$ cat config.mk
export PLATFORM = sky130hd
export DESIGN_NAME = unicode_range_token_parser_top_flat
export DESIGN_NICKNAME = d
export VERILOG_FILES = /design/src/sv/urtp_pkg.sv /design/src/sv/urtp_if.sv /design/src/sv/unicode_range_token_parser_top.sv /design/src/sv/urtp_queue.sv /design/src/sv/urtp_front.sv /design/src/sv/urtp_back.sv /design/src/flat_wrapper.sv
export SDC_FILE = /design/constraint.sdc
export NUM_CORES = 1
export LEC_CHECK = 0
export BUFFER_PORTS_ARGS = -buffer_cell sky130_fd_sc_hd__clkbuf_2
export CELL_PAD_IN_SITES_DETAIL_PLACEMENT = 2
export CELL_PAD_IN_SITES_GLOBAL_PLACEMENT = 2
export CORE_MARGIN = 2
export CORE_UTILIZATION = 30
export CTS_CLUSTER_DIAMETER = 40
export DETAILED_ROUTE_END_ITERATION = 10
export PLACE_DENSITY_LB_ADDON = 0.1
export SYNTH_ARGS = -nofsm -noshare
export SYNTH_HDL_FRONTEND = slang
export SYNTH_HIERARCHICAL = 1
export SYNTH_SLANG_ARGS = --single-unit
$ cat constraint.sdc
create_clock -name i_clk -period 9.9 [get_ports i_clk]
set_clock_uncertainty 0.05 [all_clocks]
set_input_delay 0 -clock i_clk [delete_from_list [all_inputs] [get_ports i_clk]]
set_output_delay 0 -clock i_clk [all_outputs]
set_load 0.1 [all_outputs]
$ cat src/sv/urtp_pkg.sv
`default_nettype none

package urtp_pkg;

    localparam int CP_W     = 21;
    localparam int STATUS_W = 2;
    localparam int RANGE_W  = 24;

    localparam int MAX_DIGITS_DEF  = 6;
    localparam int QUEUE_DEPTH_DEF = 4;

    localparam logic [CP_W-1:0] MAX_CP     = 21'h10FFFF;
    localparam logic [CP_W-1:0] CHAR_PLUS  = 21'h00002B;
    localparam logic [CP_W-1:0] CHAR_QMARK = 21'h00003F;
    localparam logic [CP_W-1:0] CHAR_DASH  = 21'h00002D;
    localparam logic [3:0]      HEX_FILL   = 4'hF;

    typedef enum logic [STATUS_W-1:0] {
        ST_OK           = 2'd0,
        ST_MALFORMED    = 2'd1,
        ST_END_HIGH     = 2'd2,
        ST_START_AFTER  = 2'd3
    } t_status;

    // classified character handed from front to back
    typedef struct packed {
        logic       is_hex;
        logic [3:0] hex_val;
        logic       is_plus;
        logic       is_qmark;
        logic       is_dash;
        logic       last;
    } t_char_class;

endpackage

`default_nettype wire

$ cat src/sv/urtp_if.sv
`default_nettype none

interface urtp_in_if;
    logic                      valid;
    logic                      ready;
    logic [urtp_pkg::CP_W-1:0] code_point;
    logic                      last_char;

    modport source (output valid, output code_point, output last_char, input ready);
    modport sink   (input valid, input code_point, input last_char, output ready);
endinterface

interface urtp_out_if;
    logic                          valid;
    logic                          ready;
    logic [urtp_pkg::STATUS_W-1:0] status;
    logic [urtp_pkg::RANGE_W-1:0]  range_start;
    logic [urtp_pkg::RANGE_W-1:0]  range_end;

    modport source (output valid, output status, output range_start, output range_end,
                    input ready);
    modport sink   (input valid, input status, input range_start, input range_end,
                    output ready);
endinterface

`default_nettype wire

$ cat src/sv/unicode_range_token_parser_top.sv
`default_nettype none

// channel   dir  transaction              fields
// i_in      in   one range-text character code_point[20:0], last_char
// o_out     out  one parsed range         status[1:0], range_start[23:0], range_end[23:0]
//
// sustained rate is one character per cycle while the queue is not full
// o_out.valid is registered; the last character is first written into the queue,
// and the parser sets o_out.valid when it pops that character from the queue
// i_rst_n is synchronous; it empties the queue, idles the parser, drops o_out.valid
// the character queue (QUEUE_DEPTH entries) absorbs o_out stalls; i_in.ready
// falls only when the queue is full

module unicode_range_token_parser_top #(
    parameter int MAX_DIGITS  = urtp_pkg::MAX_DIGITS_DEF,
    parameter int QUEUE_DEPTH = urtp_pkg::QUEUE_DEPTH_DEF
) (
    input  wire        i_clk,
    input  wire        i_rst_n,
    urtp_in_if.sink    i_in,
    urtp_out_if.source o_out
);
    import urtp_pkg::*;

    // classified characters between front and back
    logic        q_push;
    logic        q_full;
    logic        q_valid;
    logic        q_pop;
    t_char_class q_wdata;
    t_char_class q_rdata;

    // front: input handshake and character classification
    urtp_front u_front (
        .i_in     (i_in),
        .i_q_full (q_full),
        .o_q_push (q_push),
        .o_q_data (q_wdata)
    );

    // short queue so each side can stall on its own
    urtp_queue #(
        .DEPTH (QUEUE_DEPTH)
    ) u_queue (
        .i_clk   (i_clk),
        .i_rst_n (i_rst_n),
        .i_push  (q_push),
        .i_wdata (q_wdata),
        .o_full  (q_full),
        .o_valid (q_valid),
        .o_rdata (q_rdata),
        .i_pop   (q_pop)
    );

    // back: parser state machine and registered result
    urtp_back #(
        .MAX_DIGITS (MAX_DIGITS)
    ) u_back (
        .i_clk     (i_clk),
        .i_rst_n   (i_rst_n),
        .i_q_valid (q_valid),
        .i_q_data  (q_rdata),
        .o_q_pop   (q_pop),
        .o_out     (o_out)
    );

endmodule

`default_nettype wire

$ cat src/sv/urtp_queue.sv
`default_nettype none

module urtp_queue #(
    parameter int DEPTH = urtp_pkg::QUEUE_DEPTH_DEF
) (
    input  wire                         i_clk,
    input  wire                         i_rst_n,
    input  wire                         i_push,
    input  wire urtp_pkg::t_char_class  i_wdata,
    output logic                        o_full,
    output logic                        o_valid,
    output urtp_pkg::t_char_class       o_rdata,
    input  wire                         i_pop
);
    import urtp_pkg::*;

    localparam int PTR_W = $clog2(DEPTH);
    localparam int CNT_W = $clog2(DEPTH + 1);

    t_char_class        r_mem [DEPTH];
    logic [PTR_W-1:0]   r_wr_ptr;
    logic [PTR_W-1:0]   r_rd_ptr;
    logic [CNT_W-1:0]   r_count;

    logic do_push;
    logic do_pop;

    assign o_full  = (r_count == CNT_W'(DEPTH));
    assign o_valid = (r_count != '0);
    assign o_rdata = r_mem[r_rd_ptr];
    assign do_push = i_push && !o_full;
    assign do_pop  = i_pop && o_valid;

    always_ff @(posedge i_clk) begin
        if (do_push) begin
            r_mem[r_wr_ptr] <= i_wdata;
        end
        if (!i_rst_n) begin
            r_wr_ptr <= '0;
            r_rd_ptr <= '0;
            r_count  <= '0;
        end else begin
            if (do_push) begin
                r_wr_ptr <= (r_wr_ptr == PTR_W'(DEPTH - 1)) ? '0 : r_wr_ptr + PTR_W'(1);
            end
            if (do_pop) begin
                r_rd_ptr <= (r_rd_ptr == PTR_W'(DEPTH - 1)) ? '0 : r_rd_ptr + PTR_W'(1);
            end
            case ({do_push, do_pop})
                2'b10:   r_count <= r_count + CNT_W'(1);
                2'b01:   r_count <= r_count - CNT_W'(1);
                default: r_count <= r_count;
            endcase
        end
    end

endmodule

`default_nettype wire

$ cat src/sv/urtp_front.sv
`default_nettype none

module urtp_front (
    urtp_in_if.sink               i_in,
    input  wire                   i_q_full,
    output logic                  o_q_push,
    output urtp_pkg::t_char_class o_q_data
);
    import urtp_pkg::*;

    logic [CP_W-1:0] cp;

    assign cp         = i_in.code_point;
    assign i_in.ready = !i_q_full;
    assign o_q_push   = i_in.valid && !i_q_full;

    always_comb begin
        o_q_data          = '0;
        o_q_data.last     = i_in.last_char;
        o_q_data.is_plus  = (cp == CHAR_PLUS);
        o_q_data.is_qmark = (cp == CHAR_QMARK);
        o_q_data.is_dash  = (cp == CHAR_DASH);
        if (cp inside {[21'h30 : 21'h39]}) begin
            o_q_data.is_hex  = 1'b1;
            o_q_data.hex_val = cp[3:0];
        end else if (cp inside {[21'h41 : 21'h46], [21'h61 : 21'h66]}) begin
            // letters a-f sit at low nibble 1..6
            o_q_data.is_hex  = 1'b1;
            o_q_data.hex_val = 4'(cp[3:0] + 4'd9);
        end
    end

endmodule

`default_nettype wire

$ cat src/sv/urtp_back.sv
`default_nettype none

module urtp_back #(
    parameter int MAX_DIGITS = urtp_pkg::MAX_DIGITS_DEF
) (
    input  wire                        i_clk,
    input  wire                        i_rst_n,
    input  wire                        i_q_valid,
    input  wire urtp_pkg::t_char_class i_q_data,
    output logic                       o_q_pop,
    urtp_out_if.source                 o_out
);
    import urtp_pkg::*;

    localparam int VAL_W = 4 * MAX_DIGITS;
    localparam int CNT_W = $clog2(MAX_DIGITS + 1);
    localparam int CMP_W = (VAL_W > RANGE_W) ? VAL_W : RANGE_W;

    typedef enum logic [2:0] {
        PH_IDLE,
        PH_FIRST,
        PH_WILD,
        PH_DASH,
        PH_SECOND
    } t_phase;

    t_phase             r_phase, n_phase;
    logic [VAL_W-1:0]   r_first, n_first;
    logic [VAL_W-1:0]   r_second, n_second;
    logic [CNT_W-1:0]   r_count, n_count;
    logic               r_err, n_err;

    logic               r_out_valid;
    t_status            r_status;
    logic [RANGE_W-1:0] r_start;
    logic [RANGE_W-1:0] r_end;

    logic               out_free;
    logic               count_full;
    logic               fin_err;
    logic [VAL_W-1:0]   fin_second;
    logic [CMP_W-1:0]   s_ext;
    logic [CMP_W-1:0]   e_ext;
    t_status            fin_status;

    assign out_free   = !r_out_valid || o_out.ready;
    assign o_q_pop    = i_q_valid && (!i_q_data.last || out_free);
    assign count_full = (r_count >= CNT_W'(MAX_DIGITS));

    assign o_out.valid       = r_out_valid;
    assign o_out.status      = r_status;
    assign o_out.range_start = r_start;
    assign o_out.range_end   = r_end;

    // next parser state for one character
    always_comb begin
        n_phase  = r_phase;
        n_first  = r_first;
        n_second = r_second;
        n_count  = r_count;
        n_err    = r_err;
        if (!r_err) begin
            case (r_phase)
                PH_IDLE: begin
                    if (i_q_data.is_plus) begin
                        n_phase  = PH_FIRST;
                        n_first  = '0;
                        n_second = '0;
                        n_count  = '0;
                    end else begin
                        n_err = 1'b1;
                    end
                end
                PH_FIRST: begin
                    if (i_q_data.is_hex) begin
                        if (count_full) begin
                            n_err = 1'b1;
                        end else begin
                            n_count = r_count + CNT_W'(1);
                            n_first = VAL_W'(r_first << 4) | VAL_W'(i_q_data.hex_val);
                        end
                    end else if (i_q_data.is_qmark) begin
                        if (count_full) begin
                            n_err = 1'b1;
                        end else begin
                            n_count  = r_count + CNT_W'(1);
                            n_second = VAL_W'(r_first << 4) | VAL_W'(HEX_FILL);
                            n_first  = VAL_W'(r_first << 4);
                            n_phase  = PH_WILD;
                        end
                    end else if (i_q_data.is_dash) begin
                        if (r_count == '0) begin
                            n_err = 1'b1;
                        end else begin
                            n_phase  = PH_DASH;
                            n_count  = '0;
                            n_second = '0;
                        end
                    end else begin
                        n_err = 1'b1;
                    end
                end
                PH_WILD: begin
                    if (i_q_data.is_qmark && !count_full) begin
                        n_count  = r_count + CNT_W'(1);
                        n_first  = VAL_W'(r_first << 4);
                        n_second = VAL_W'(r_second << 4) | VAL_W'(HEX_FILL);
                    end else begin
                        n_err = 1'b1;
                    end
                end
                PH_DASH, PH_SECOND: begin
                    if (i_q_data.is_hex && !count_full) begin
                        n_count  = r_count + CNT_W'(1);
                        n_second = VAL_W'(r_second << 4) | VAL_W'(i_q_data.hex_val);
                        n_phase  = PH_SECOND;
                    end else begin
                        n_err = 1'b1;
                    end
                end
                default: n_err = 1'b1;
            endcase
        end
    end

    // end-of-text checks on the updated state
    always_comb begin
        fin_err    = n_err;
        fin_second = n_second;
        if (!n_err) begin
            if (n_phase == PH_FIRST && n_count != '0) begin
                fin_second = n_first;
            end else if (n_phase != PH_WILD && n_phase != PH_SECOND) begin
                fin_err = 1'b1;
            end
        end
        s_ext = CMP_W'(n_first);
        e_ext = CMP_W'(fin_second);
        if (fin_err) begin
            fin_status = ST_MALFORMED;
            s_ext      = '0;
            e_ext      = '0;
        end else if (e_ext > CMP_W'(MAX_CP)) begin
            fin_status = ST_END_HIGH;
        end else if (s_ext > e_ext) begin
            fin_status = ST_START_AFTER;
        end else begin
            fin_status = ST_OK;
        end
    end

    always_ff @(posedge i_clk) begin
        if (!i_rst_n) begin
            r_phase     <= PH_IDLE;
            r_first     <= '0;
            r_second    <= '0;
            r_count     <= '0;
            r_err       <= 1'b0;
            r_out_valid <= 1'b0;
        end else begin
            if (o_out.ready) begin
                r_out_valid <= 1'b0;
            end
            if (o_q_pop) begin
                if (i_q_data.last) begin
                    r_phase     <= PH_IDLE;
                    r_first     <= '0;
                    r_second    <= '0;
                    r_count     <= '0;
                    r_err       <= 1'b0;
                    r_out_valid <= 1'b1;
                    r_status    <= fin_status;
                    r_start     <= s_ext[RANGE_W-1:0];
                    r_end       <= e_ext[RANGE_W-1:0];
                end else begin
                    r_phase  <= n_phase;
                    r_first  <= n_first;
                    r_second <= n_second;
                    r_count  <= n_count;
                    r_err    <= n_err;
                end
            end
        end
    end

endmodule

`default_nettype wire

$ cat src/flat_wrapper.sv
// flat-port wrapper written by rule: the top's interface ports become plain ports
module unicode_range_token_parser_top_flat import urtp_pkg::*;
#(
    parameter int MAX_DIGITS  = urtp_pkg::MAX_DIGITS_DEF,
    parameter int QUEUE_DEPTH = urtp_pkg::QUEUE_DEPTH_DEF
)
  (i_clk, i_rst_n, i_in_valid, i_in_code_point, i_in_last_char, i_in_ready, o_out_valid, o_out_status, o_out_range_start, o_out_range_end, o_out_ready);
  urtp_in_if i_in_i ();
  urtp_out_if o_out_i ();
  input  wire i_clk;
  input  wire i_rst_n;
  input wire logic [$bits(i_in_i.valid)-1:0] i_in_valid;
  input wire logic [$bits(i_in_i.code_point)-1:0] i_in_code_point;
  input wire logic [$bits(i_in_i.last_char)-1:0] i_in_last_char;
  output wire logic [$bits(i_in_i.ready)-1:0] i_in_ready;
  output wire logic [$bits(o_out_i.valid)-1:0] o_out_valid;
  output wire logic [$bits(o_out_i.status)-1:0] o_out_status;
  output wire logic [$bits(o_out_i.range_start)-1:0] o_out_range_start;
  output wire logic [$bits(o_out_i.range_end)-1:0] o_out_range_end;
  input wire logic [$bits(o_out_i.ready)-1:0] o_out_ready;
  assign i_in_i.valid = i_in_valid;
  assign i_in_i.code_point = i_in_code_point;
  assign i_in_i.last_char = i_in_last_char;
  assign i_in_ready = i_in_i.ready;
  assign o_out_valid = o_out_i.valid;
  assign o_out_status = o_out_i.status;
  assign o_out_range_start = o_out_i.range_start;
  assign o_out_range_end = o_out_i.range_end;
  assign o_out_i.ready = o_out_ready;
  unicode_range_token_parser_top #(.MAX_DIGITS(MAX_DIGITS), .QUEUE_DEPTH(QUEUE_DEPTH)) u_core (.i_clk(i_clk), .i_rst_n(i_rst_n), .i_in(i_in_i), .o_out(o_out_i));
endmodule
Yosys cells after proc, flatten, opt, wreduce, memory -nomap -nowiden

Memories as Yosys holds them, arrays and structs flattened. A register that Yosys moved wholly into a read port is not among the register bits.
Index checks and enable logic that the tools add are counted.
W data, S select, Z words.

$add $sub $neg: 6
Order comparisons: 9
Equality and inequality tests: 15
Mux-type cells: 71
Bitwise logic cells: 2
Reduce and logical (&&, ||, !) cells: 25

Operators with widths:

| operator               | count |
|---|---|
| $mux W24               | 20 |
| $pmux W24 S4           | 1 |
| $pmux W24 S3           | 1 |
| $eq A21 B6 Y1 const B  | 3 |
| $mux W3                | 19 |
| $or A24 B4 Y24         | 2 |
| $ge A21 B7 Y1 const B  | 2 |
| $le A21 B7 Y1 const B  | 2 |
| $gt A24 B21 Y1 const B | 1 |
| $gt A24 B24 Y1         | 1 |
| $ge A21 B6 Y1 const B  | 1 |
| $le A21 B6 Y1 const B  | 1 |
| $mux W1                | 18 |
| $mux W2                | 6 |
| $pmux W3 S4            | 1 |
| $logic_and A1 B1 Y1    | 11 |
| $mux W5                | 2 |
| $pmux W3 S3            | 1 |
| $add A3 B1 Y3 const B  | 2 |
| $eq A2 B2 Y1 const B   | 3 |
| $eq A3 B1 Y1 const B   | 2 |
| $eq A3 B2 Y1 const B   | 2 |
| $eq A3 B3 Y1 const B   | 2 |
| $logic_not A3 Y1       | 2 |
| 15 further kinds       | 22 |

Bits in registers: 113
Bits in writable memories: 36
Input port bits: 26
Output and inout port bits: 52
Word-level logic and storage cells: 141
Memories kept: 1

Memories:

| name                 | depth | width | read ports | clocked after memory_dff | wr ports | line             | source |
|---|---|---|---|---|---|---|---|
| u_core.u_queue.r_mem | 4     | 9     | 1          | 1                        | 1        | urtp_queue.sv:20 | `t_char_class r_mem [DEPTH];` |

Depth between registers and ports, before layout

Gate-level depths: netlist of run 1.

Word-level depth: 14
Gate-level depth with buffers: 21
Gate-level depth less buffers: 16

By module

The synthesis of run 1 kept the hierarchy.

Modules (own cells, without submodules):

| module     | instances | cells each | area each (µm²) | seq. area each (µm²) |
|---|---|---|---|---|
| urtp_back  | 1         | 682        | 6328.6          | 2622.5 |
| urtp_queue | 1         | 103        | 1790.5          | 1261.2 |
| urtp_front | 1         | 51         | 347.8           | 0.0 |

Worst setup path before layout of run 1

OpenSTA, ideal clock, no wires.

Path type: flip-flop to flip-flop
Start point: register (tool-made name)
End point: register u_core.u_back.r_status[1] (netlist: u_core/u_back/o_out.status[1]) (data pin)
Library setup time: 274 ps
Data arrival time: 4756 ps
Data required time: 9576 ps
Setup slack: 4820 ps
Stages on the path, launching flop included: 21
Path buffers: 5
Cells stage by stage: dfxtp_1 -> clkbuf_1 -> mux4_2 -> clkbuf_1 -> inv_1 -> o21ai_1 -> or4b_1 -> buf_2 -> or3b_2 -> a311o_1 -> buf_4 -> buf_6 -> mux2i_1 -> ha_1 -> a21o_1 -> a21o_1 -> a221o_1 -> a221oi_1 -> o2111ai_1 -> a211oi_1 -> a311oi_1

RTL lines:

| what                 | line             | source |
|---|---|---|
| to (signal assigned) | urtp_back.sv:172 | `r_status <= fin_status;` |
| to (decl)            | urtp_back.sv:34  | `t_status r_status;` |

==> flow_metrics.env, run 1 <==
export IMPL_crit_arrival_ns=6.53
export IMPL_total_standard_cell_area_after_synthesis_mm2=0.00847
export IMPL_cts_sinks=151
export IMPL_yosysTopAreaCell="sky130_fd_sc_hd__edfxtp_1"
export IMPL_n_antenna_cell=0
export IMPL_status="completed"
export IMPL_library_cell_used_as_clock_root_buffer="sky130_fd_sc_hd__clkbuf_16"
export IMPL_vdd_ir_drop_max_mv=0.142
export IMPL_core_mm2=0.0278
export IMPL_drive_above_1_share=0.164
export IMPL_place_congestion=0.850
export IMPL_post_synth_top_area_fraction=0.305
export IMPL_final_instance_count_excl_fill=1280
export IMPL_setup_worst_path_start_class="flip-flop"
export IMPL_cap_viol_max_count=0
export IMPL_htree_levels=4
export IMPL_netlist_top_cells_area="sky130_fd_sc_hd__edfxtp_1 31%, sky130_fd_sc_hd__dfxtp_1 15%, sky130_fd_sc_hd__ha_1 5.3%"
export IMPL_pin_count=78
export IMPL_n_fill_cell=3061
export IMPL_synthArstFlopShare=0
export IMPL_crit_path_kind="reg2reg"
export IMPL_cts_inserted_buffers=17
export IMPL_vias=6874
export IMPL_cts_setup_buffers=0
export IMPL_detailed_place_hpwl_um=20100
export IMPL_slew_limit_headroom=0.266
export IMPL_drt_iter0_markers=364
export IMPL_drt_pre_antenna_iters=4
export IMPL_data_required_time_at_the_worst_endpoint_ns=9.97
export IMPL_cts_hold_buf=3
export IMPL_worst_pin_slew_ns=1.10
export IMPL_net_count_after_synthesis=899
export IMPL_clkTransAtPathRegs_ns=0.07
export IMPL_layout_nets=952
export IMPL_placedCellCount=1245
export IMPL_postRouteAntennaNets=0
export IMPL_drt_wirelength_per_cell_um=21.9
export IMPL_slew_violations=0
export IMPL_grtUsageTotal=0.194
export IMPL_critical_path_peak_fanout=30
export IMPL_synth_lib_cells_used_distinct=74
export IMPL_syn_mean_instance_area_um2=10.1
export IMPL_setup_repair_after_global_routing_missed_its_margin="no"
export IMPL_synth_top_flop_cell="sky130_fd_sc_hd__edfxtp_1"
export IMPL_final_hold_violations=0
export IMPL_wirelength_um=28000
export IMPL_place_port_buffers=77
export IMPL_number_of_flops_mapped_to_enable_cells_by_yosys=86
export IMPL_final_clock_period_utilization_by_the_worst_path=0.652
export IMPL_initial_utilization=0.305
export IMPL_finalPower_mw=2.63
export IMPL_timing_final_crit_period_ns=6.46
export IMPL_hp_class="in2reg"
export IMPL_power_density_mw_per_mm2=269
export IMPL_cts_resized=0
export IMPL_most_common_layout_cells="86 x sky130_fd_sc_hd__edfxtp_1, 77 x sky130_fd_sc_hd__clkbuf_2, 70 x sky130_fd_sc_hd__nor2_1"
export IMPL_setup_violations_final=0
export IMPL_post_drt_via_cell_ratio=5.37
export IMPL_clock_tree_buffer_depth=2
export IMPL_die_y_um=172
export IMPL_antenna_found_initial=0
export IMPL_die_area_mm2=0.0296
export IMPL_floorplan_die_width_um=172
export IMPL_hold_path_cell_count=3
export IMPL_final_common_cell="sky130_fd_sc_hd__edfxtp_1"
export IMPL_totalNegativeSetupSlack_ns=0
export IMPL_post_synth_inst_count=836
export IMPL_grt_first_pass_wirelength_um=43600
export IMPL_first_global_vias=7335
export IMPL_worstRegToRegCells=16
export IMPL_grt_max_degree=69
export IMPL_gr_ovfl_total=0
export IMPL_cts_tree="built"
export IMPL_core_rowCount=61
export IMPL_synth_sequential_area_ratio=0.459
export IMPL_yosys_register_bits=151
export IMPL_p_leak_nw=3.71
export IMPL_final_routed_drc_violation_total=0
export IMPL_synth_warnings=6
export IMPL_worst_skew_pair_late_latency_ns=0.43
export IMPL_max_freq_ghz=0.155
export IMPL_area_delta_synth_final_pct=15.5
export IMPL_worstSetupEndpointType="flip-flop"
-- cell usage after synthesis (6+ instances only) --
library cell               count
sky130_fd_sc_hd__inv_1        34
sky130_fd_sc_hd__a22oi_1      52
sky130_fd_sc_hd__nor2_1       72
sky130_fd_sc_hd__mux4_2        9
sky130_fd_sc_hd__buf_2         6
sky130_fd_sc_hd__dfxtp_1      65
sky130_fd_sc_hd__a21oi_1      18
sky130_fd_sc_hd__o21ai_0      38
sky130_fd_sc_hd__a211oi_1      6
sky130_fd_sc_hd__o21a_1       22
sky130_fd_sc_hd__nand2_1      49
sky130_fd_sc_hd__a22o_1       15
sky130_fd_sc_hd__a31oi_1      18
sky130_fd_sc_hd__ha_1         36
sky130_fd_sc_hd__o22ai_1       7
sky130_fd_sc_hd__nor3_1        7
sky130_fd_sc_hd__clkbuf_1     40
sky130_fd_sc_hd__edfxtp_1     86
sky130_fd_sc_hd__and2_1       40
sky130_fd_sc_hd__nor2b_1      53
sky130_fd_sc_hd__nand3_1      12
sky130_fd_sc_hd__mux2i_1      27
-- registers in the layout, indices dropped and copies added (netlist names), 2 cells and up, named ones only --
| register | flops |
|---|---|
| u_core/u_queue/r_count | 3 |
| u_core/u_back/r_second | 24 |
| u_core/u_back/o_out.status | 2 |
| u_core/u_back/r_count | 3 |
| u_core/u_queue/r_wr_ptr | 2 |
| u_core/u_back/o_out.range_end | 24 |
| u_core/u_back/r_first | 24 |
| u_core/u_back/r_phase | 3 |
| u_core/u_back/o_out.range_start | 24 |
| u_core/u_queue/r_rd_ptr | 2 |
| u_core/u_queue/r_mem | 36 |
-- critical path, cell delays in order, from the launching register on --
cell	delay, ns
sky130_fd_sc_hd__dfxtp_1	0.75
sky130_fd_sc_hd__mux4_2	0.47
sky130_fd_sc_hd__inv_1	0.14
sky130_fd_sc_hd__o21ai_1	0.21
sky130_fd_sc_hd__or4b_1	0.92
sky130_fd_sc_hd__a221oi_1	0.56
sky130_fd_sc_hd__a311o_2	0.26
sky130_fd_sc_hd__buf_4	0.44
sky130_fd_sc_hd__mux2i_1	0.32
sky130_fd_sc_hd__ha_1	0.29
sky130_fd_sc_hd__a21o_1	0.19
sky130_fd_sc_hd__a21o_1	0.17
sky130_fd_sc_hd__a221o_1	0.28
sky130_fd_sc_hd__a221oi_1	0.44
sky130_fd_sc_hd__o2111ai_1	0.26
sky130_fd_sc_hd__a211oi_1	0.27
sky130_fd_sc_hd__a311oi_1	0.09
-- layout make-up --
type	instances	area [um^2]	area share
multi-input cells	594	4210	0.431
repair buffers	91	498	0.0509
clock inverters	15	156	0.0160
clock buffers	17	425	0.0435
well taps	378	473	0.0484
flip-flops and latches	151	3880	0.397
inverters	34	128	0.0131
-- through the flow --
step	hold WS, ns	util	setup WS (ns)	cell area (um^2)
global placement	0.166	0.330	3.82	9170
finish	0.0335	0.352	3.44	9780
CTS	0.0101	0.352	3.41	9780
floorplan	0.113	-	4.82	8470
global route	0.0618	0.352	2.96	9780
detailed placement	0.176	0.330	3.46	9170
-- layer usage --
layer / vias up / share of wire / global-route usage
met2: 106 / 0.50 / 0.340
met1: 3518 / 0.46 / 0.253
met3: 22 / 0.026 / 0.0247
met5: - / 0 / 0
li1: 3228 / - / -
met4: 0 / 0.016 / 0.0522
-- power breakdown --
part | leakage, nW | switching, mW | internal [mW]
combinational | 2.11 | 0.906 | 0.254
sequential | 1.31 | 0.0530 | 0.757
clock | 0.283 | 0.301 | 0.358
total | 3.71 | 1.26 | 1.37
-- kinds of logic after synthesis --
kind of cell               Yosys count  synth area share
DFF                                151             0.459
adders and majority gates           37            0.0556
and+or+nand+nor                    278             0.175
muxes                               38            0.0585
xor gates and xnor gates             3           0.00310
buffers and inverters               91            0.0457
AOI/OAI and AO/OA                  238             0.204
-- path summary, 6_finish.rpt --
check                              from                            end  slack [ns]
min reg2reg  u_core/u_queue/r_wr_ptr[1]     u_core/u_queue/r_wr_ptr[1]        0.47
max                           flip-flop  u_core/u_back/o_out.status[1]        3.44
max reg2reg                   flip-flop  u_core/u_back/o_out.status[1]        3.44
min                  i_in_code_point[5]     u_core/u_queue/r_mem[3][2]        0.03
Note: power is estimated with default switching activity, not from simulation.
==> run 2: changes to the inputs <==
Clock period 9.9 ns to 6.4 ns, I/O delays scaled along.
==> flow_metrics.env, run 2 (same netlist as run 1, synthesis figures left out) <==
export IMPL_status="completed"
export IMPL_htree_levels=4
export IMPL_die_y_um=172
export IMPL_gr_ovfl_total=0
export IMPL_setup_worst_path_start="u_core/u_back/r_count[0]"
export IMPL_drive_above_1_share=0.167
export IMPL_data_required_time_at_the_worst_endpoint_ns=6.48
export IMPL_hp_class="in2reg"
export IMPL_antenna_found_initial=0
export IMPL_vdd_ir_drop_max_mv=0.213
export IMPL_die_area_mm2=0.0296
export IMPL_timing_final_crit_period_ns=5.62
export IMPL_place_port_buffers=77
export IMPL_r2r_end="u_core/u_back/o_out.status[1]"
export IMPL_place_congestion=0.855
export IMPL_max_flop_register="u_core/u_queue/r_mem"
export IMPL_r2r_start="u_core/u_back/r_count[0]"
export IMPL_n_fill_cell=3095
export IMPL_p_leak_nw=3.74
export IMPL_crit_path_frequent_cell="sky130_fd_sc_hd__a211oi_1"
export IMPL_rrSetupSlack_ns=0.78
export IMPL_worstSetupEndpointType="flip-flop"
export IMPL_area_delta_synth_final_pct=16.0
export IMPL_clkTransAtPathRegs_ns=0.07
export IMPL_drt_wirelength_per_cell_um=21.9
export IMPL_seq_area_mm2=0.00388
export IMPL_cts_sinks=151
export IMPL_slew_violations=0
export IMPL_crit_arrival_ns=5.70
export IMPL_core_rowCount=61
export IMPL_post_drt_via_cell_ratio=5.44
export IMPL_grt_max_degree=69
export IMPL_critical_path_peak_fanout=23
export IMPL_setup_violations_final=0
export IMPL_cts_inserted_buffers=17
export IMPL_cp_cell_sequence="inv_1, ha_1, o21ai_2, a2bb2oi_1, or4b_1, a211oi_1, a311o_2, buf_4, mux2i_1, ha_1, a211oi_1, o21bai_1, a211oi_1, o31a_1, o2111ai_1, a211oi_1, a311oi_1"
export IMPL_core_mm2=0.0278
export IMPL_final_common_cell="sky130_fd_sc_hd__edfxtp_1"
export IMPL_critPathSlowestCell="sky130_fd_sc_hd__or4b_1"
export IMPL_postRouteAntennaNets=0
export IMPL_setup_repair_after_global_routing_missed_its_margin="no"
export IMPL_final_routed_drc_violation_total=0
export IMPL_worst_skew_pair_late_latency_ns=0.43
export IMPL_vias=6990
export IMPL_drt_pre_antenna_iters=5
export IMPL_worst_pin_slew_ns=1.11
export IMPL_critPathCapture="u_core/u_back/o_out.status[1]"
export IMPL_grtUsageTotal=0.198
export IMPL_max_freq_ghz=0.178
export IMPL_final_hold_violations=0
export IMPL_library_cell_used_as_clock_root_buffer="sky130_fd_sc_hd__clkbuf_16"
export IMPL_largest_register_ff_count=36
export IMPL_initial_utilization=0.305
export IMPL_crit_path_max_cell_delay_ns=0.62
export IMPL_multi_input_area_mm2=0.00421
export IMPL_slew_limit_headroom=0.259
export IMPL_critPathTopFamily="compound AO/OA/AOI/OAI gates"
export IMPL_n_antenna_cell=0
export IMPL_drt_iter0_markers=356
export IMPL_crit_path_kind="reg2reg"
export IMPL_floorplan_die_width_um=172
export IMPL_detailed_place_hpwl_um=20200
export IMPL_power_density_mw_per_mm2=418
export IMPL_pin_count=78
export IMPL_first_global_vias=7597
export IMPL_cp_depth=17
export IMPL_cap_viol_max_count=0
export IMPL_layout_nets=958
export IMPL_finalPower_mw=4.10
export IMPL_wirelength_um=28200
export IMPL_cts_tree="built"
export IMPL_worstRegToRegCells=17
export IMPL_clock_tree_buffer_depth=2
export IMPL_totalNegativeSetupSlack_ns=0
export IMPL_setup_worst_path_start_class="flip-flop"
export IMPL_most_common_layout_cells="86 x sky130_fd_sc_hd__edfxtp_1, 77 x sky130_fd_sc_hd__clkbuf_2, 70 x sky130_fd_sc_hd__nor2_1"
export IMPL_final_clock_period_utilization_by_the_worst_path=0.878
export IMPL_cp_buffers_inverters=2
export IMPL_grt_first_pass_wirelength_um=44200
[run 2: changes by cell type in the layout (fill, tap and decap cells not counted), sizes merged]
| cell | before | now |
|---|---|---|
| clkinvlp | 2 | 1 |
| clkinv | 2 | 5 |
| inv | 44 | 42 |
| buf | 11 | 17 |
[run 2: worst min-delay path by stage]
stage	startpoint	endpoint	slack, ns	cells past startpoint
6_report	i_in_code_point[2]	u_core/u_queue/r_mem[3][2]	0.02	3
5_1_grt	i_in_code_point[2]	u_core/u_queue/r_mem[0][2]	0.06	3
4_1_cts	i_in_code_point[2]	u_core/u_queue/r_mem[2][2]	0.01	3
3_5_place_dp	i_in_last_char	u_core/u_queue/r_mem[1][0]	0.18	1
3_3_place_gp	i_in_last_char	u_core/u_queue/r_mem[0][0]	0.17	1
2_1_floorplan	i_rst_n	flip-flop	0.11	2
[run 2: area by class of cell]
cell class | count | share of cell area
inverters | 34 | 0.0130
repair buffers | 97 | 0.0553
clock inverters | 15 | 0.0162
multi-input cells | 594 | 0.429
flip-flops and latches | 151 | 0.396
well taps | 378 | 0.0482
clock buffers | 17 | 0.0433
[run 2: timing repair]
item | 4_1_cts | 5_1_grt
hold buffers | 3 | 0
hold endpoints to repair | 9 | 0
resized for setup | 0 | 0
setup buffers | 0 | 0
[run 2: power breakdown]
| group | internal [mW] | switching [mW] |
|---|---|---|
| logic | 0.412 | 1.43 |
| registers | 1.17 | 0.0650 |
| clock network | 0.552 | 0.471 |
| total | 2.13 | 1.97 |
[run 2: routing by layer]
layer,track usage,vias to the layer above,part of all wire
li1,-,3245,-
met1,0.246,3586,0.44
met2,0.357,129,0.51
met3,0.0263,30,0.030
met4,0.0610,0,0.018
met5,0,-,0
[run 2: per-stage QoR]
step	setup WS [ns]	cell area (um^2)	instances	util	hold slack [ns]
5_1_grt	0.315	9820	1286	0.353	0.0597
2_1_floorplan	1.32	8470	836	-	0.113
6_report	0.779	9820	1286	0.353	0.0158
4_1_cts	0.775	9820	1286	0.353	0.0127
3_3_place_gp	1.08	9210	1251	0.331	0.168
3_5_place_dp	0.816	9210	1251	0.331	0.181
[run 2: worst register-to-register path: stages (launching register included)]
cell and delay [ns]:
sky130_fd_sc_hd__dfxtp_1 0.34, sky130_fd_sc_hd__inv_1 0.10, sky130_fd_sc_hd__ha_1 0.27, sky130_fd_sc_hd__o21ai_2 0.44
sky130_fd_sc_hd__a2bb2oi_1 0.14, sky130_fd_sc_hd__or4b_1 0.62, sky130_fd_sc_hd__a211oi_1 0.41, sky130_fd_sc_hd__a311o_2 0.45
sky130_fd_sc_hd__buf_4 0.41, sky130_fd_sc_hd__mux2i_1 0.33, sky130_fd_sc_hd__ha_1 0.30, sky130_fd_sc_hd__a211oi_1 0.29
sky130_fd_sc_hd__o21bai_1 0.11, sky130_fd_sc_hd__a211oi_1 0.27, sky130_fd_sc_hd__o31a_1 0.21, sky130_fd_sc_hd__o2111ai_1 0.20
sky130_fd_sc_hd__a211oi_1 0.29, sky130_fd_sc_hd__a311oi_1 0.08
==> run 3: changes to the inputs <==
Settings changed: HOLD_SLACK_MARGIN from default to 0.08.
==> flow_metrics.env, run 3 (same netlist as run 1, synthesis figures left out) <==
export IMPL_core_mm2=0.0278
export IMPL_cts_sinks=151
export IMPL_slew_limit_headroom=0.258
export IMPL_wirelength_um=28200
export IMPL_final_common_cell="sky130_fd_sc_hd__edfxtp_1"
export IMPL_postRouteAntennaNets=0
export IMPL_core_rowCount=61
export IMPL_gr_ovfl_total=0
export IMPL_place_congestion=0.855
export IMPL_cts_resized=0
export IMPL_slew_violations=0
export IMPL_grt_max_degree=69
export IMPL_clock_tree_buffer_depth=2
export IMPL_largest_register_ff_count=36
export IMPL_vdd_ir_drop_max_mv=0.211
export IMPL_setup_worst_path_start_class="flip-flop"
export IMPL_die_area_mm2=0.0296
export IMPL_pin_count=78
export IMPL_initial_utilization=0.305
export IMPL_n_antenna_cell=0
export IMPL_crit_arrival_ns=5.69
export IMPL_antenna_found_initial=0
export IMPL_p_leak_nw=3.76
export IMPL_worst_skew_pair_late_latency_ns=0.43
export IMPL_max_flop_register="u_core/u_queue/r_mem"
export IMPL_crit_path_kind="reg2reg"
export IMPL_cts_tree="built"
export IMPL_detailed_place_hpwl_um=20200
export IMPL_crit_path_max_cell_delay_ns=0.62
export IMPL_critPathTopFamily="compound AO/OA/AOI/OAI gates"
export IMPL_cp_buffers_inverters=2
export IMPL_cp_cell_sequence="inv_1, ha_1, o21ai_2, a2bb2oi_1, or4b_1, o32ai_1, a311o_2, buf_4, mux2i_1, ha_1, a211oi_1, o21bai_1, a211oi_1, o31a_1, o2111ai_1, a211oi_1, a311oi_1"
export IMPL_final_clock_period_utilization_by_the_worst_path=0.877
export IMPL_data_required_time_at_the_worst_endpoint_ns=6.48
export IMPL_hold_ws_ns=0.0949
export IMPL_setup_repair_after_global_routing_missed_its_margin="no"
export IMPL_post_drt_via_cell_ratio=5.43
export IMPL_worst_pin_slew_ns=1.11
export IMPL_htree_levels=4
export IMPL_clkTransAtPathRegs_ns=0.07
export IMPL_critical_path_peak_fanout=23
export IMPL_layout_nets=962
export IMPL_status="completed"
export IMPL_worstSetupEndpointType="flip-flop"
export IMPL_cts_inserted_buffers=17
export IMPL_most_common_layout_cells="86 x sky130_fd_sc_hd__edfxtp_1, 77 x sky130_fd_sc_hd__clkbuf_2, 70 x sky130_fd_sc_hd__nor2_1"
export IMPL_drt_wirelength_per_cell_um=21.9
export IMPL_crit_path_frequent_cell="sky130_fd_sc_hd__a211oi_1"
export IMPL_place_port_buffers=77
export IMPL_multi_input_area_mm2=0.00421
export IMPL_drt_pre_antenna_iters=5
export IMPL_first_global_vias=7621
export IMPL_totalNegativeSetupSlack_ns=0
export IMPL_vias=7010
export IMPL_timing_final_crit_period_ns=5.61
export IMPL_critPathSlowestCell="sky130_fd_sc_hd__or4b_1"
export IMPL_power_density_mw_per_mm2=416
export IMPL_cts_setup_buffers=0
export IMPL_final_hold_violations=0
export IMPL_die_y_um=172
export IMPL_max_freq_ghz=0.178
export IMPL_drive_above_1_share=0.167
export IMPL_cap_viol_max_count=0
export IMPL_seq_area_mm2=0.00388
export IMPL_area_delta_synth_final_pct=16.4
export IMPL_floorplan_die_width_um=172
export IMPL_setup_violations_final=0
export IMPL_final_routed_drc_violation_total=0
export IMPL_n_fill_cell=3092
export IMPL_library_cell_used_as_clock_root_buffer="sky130_fd_sc_hd__clkbuf_16"
export IMPL_grt_first_pass_wirelength_um=44300
export IMPL_drt_iter0_markers=328
export IMPL_hp_class="in2reg"
export IMPL_grtUsageTotal=0.198
==> run 3: final timing paths <==
path                                            startpoint                       endpoint  slack (ns)  depth (start not counted)
worst max-delay path              u_core/u_back/r_count[0]  u_core/u_back/o_out.status[1]        0.79                         17
worst min-delay path                    i_in_code_point[2]     u_core/u_queue/r_mem[1][1]        0.09                          2
worst max register to register    u_core/u_back/r_count[0]  u_core/u_back/o_out.status[1]        0.79                         17
worst min register to register  u_core/u_queue/r_wr_ptr[1]     u_core/u_queue/r_wr_ptr[1]        0.46                          2
==> run 3: repair_timing <==
action,4_1_cts,5_1_grt
hold endpoints to repair,17,0
hold buffers,7,0
endpoints found under the setup margin,0,0
==> run 3: metal layers <==
layer / global-route usage / wire [um] / vias to the layer above
met3: 0.0263 / 869 / 28
met2: 0.357 / 14400 / 130
met5: 0 / 0 / -
met1: 0.246 / 12500 / 3598
li1: - / - / 3254
met4: 0.0610 / 498 / 0
==> run 3: per-stage QoR <==
stage | cell area [um^2] | power [mW] | std cells | utilization | setup slack (ns)
after floorplan | 8470 | 2.59 | 836 | - | 1.32
after global placement | 9210 | 3.05 | 1251 | 0.331 | 1.08
after detailed placement | 9210 | 3.12 | 1251 | 0.331 | 0.816
after CTS | 9860 | 4.17 | 1290 | 0.355 | 0.775
after global routing | 9860 | 4.34 | 1290 | 0.355 | 0.315
final | 9860 | 4.10 | 1290 | 0.355 | 0.789
==> run 3: area by class of cell <==
type | instances | area share
clock buffers | 17 | 0.0431
clock inverters | 15 | 0.0161
inverters | 34 | 0.0129
multi-input cells | 594 | 0.427
flip-flops and latches | 151 | 0.394
well taps | 378 | 0.0480
repair buffers | 101 | 0.0591
==> run 3: where the power goes <==
group | leakage (nW) | internal [mW] | switching (mW)
combinational | 2.16 | 0.413 | 1.43
sequential | 1.31 | 1.17 | 0.0649
clock | 0.284 | 0.552 | 0.471
total | 3.76 | 2.14 | 1.97
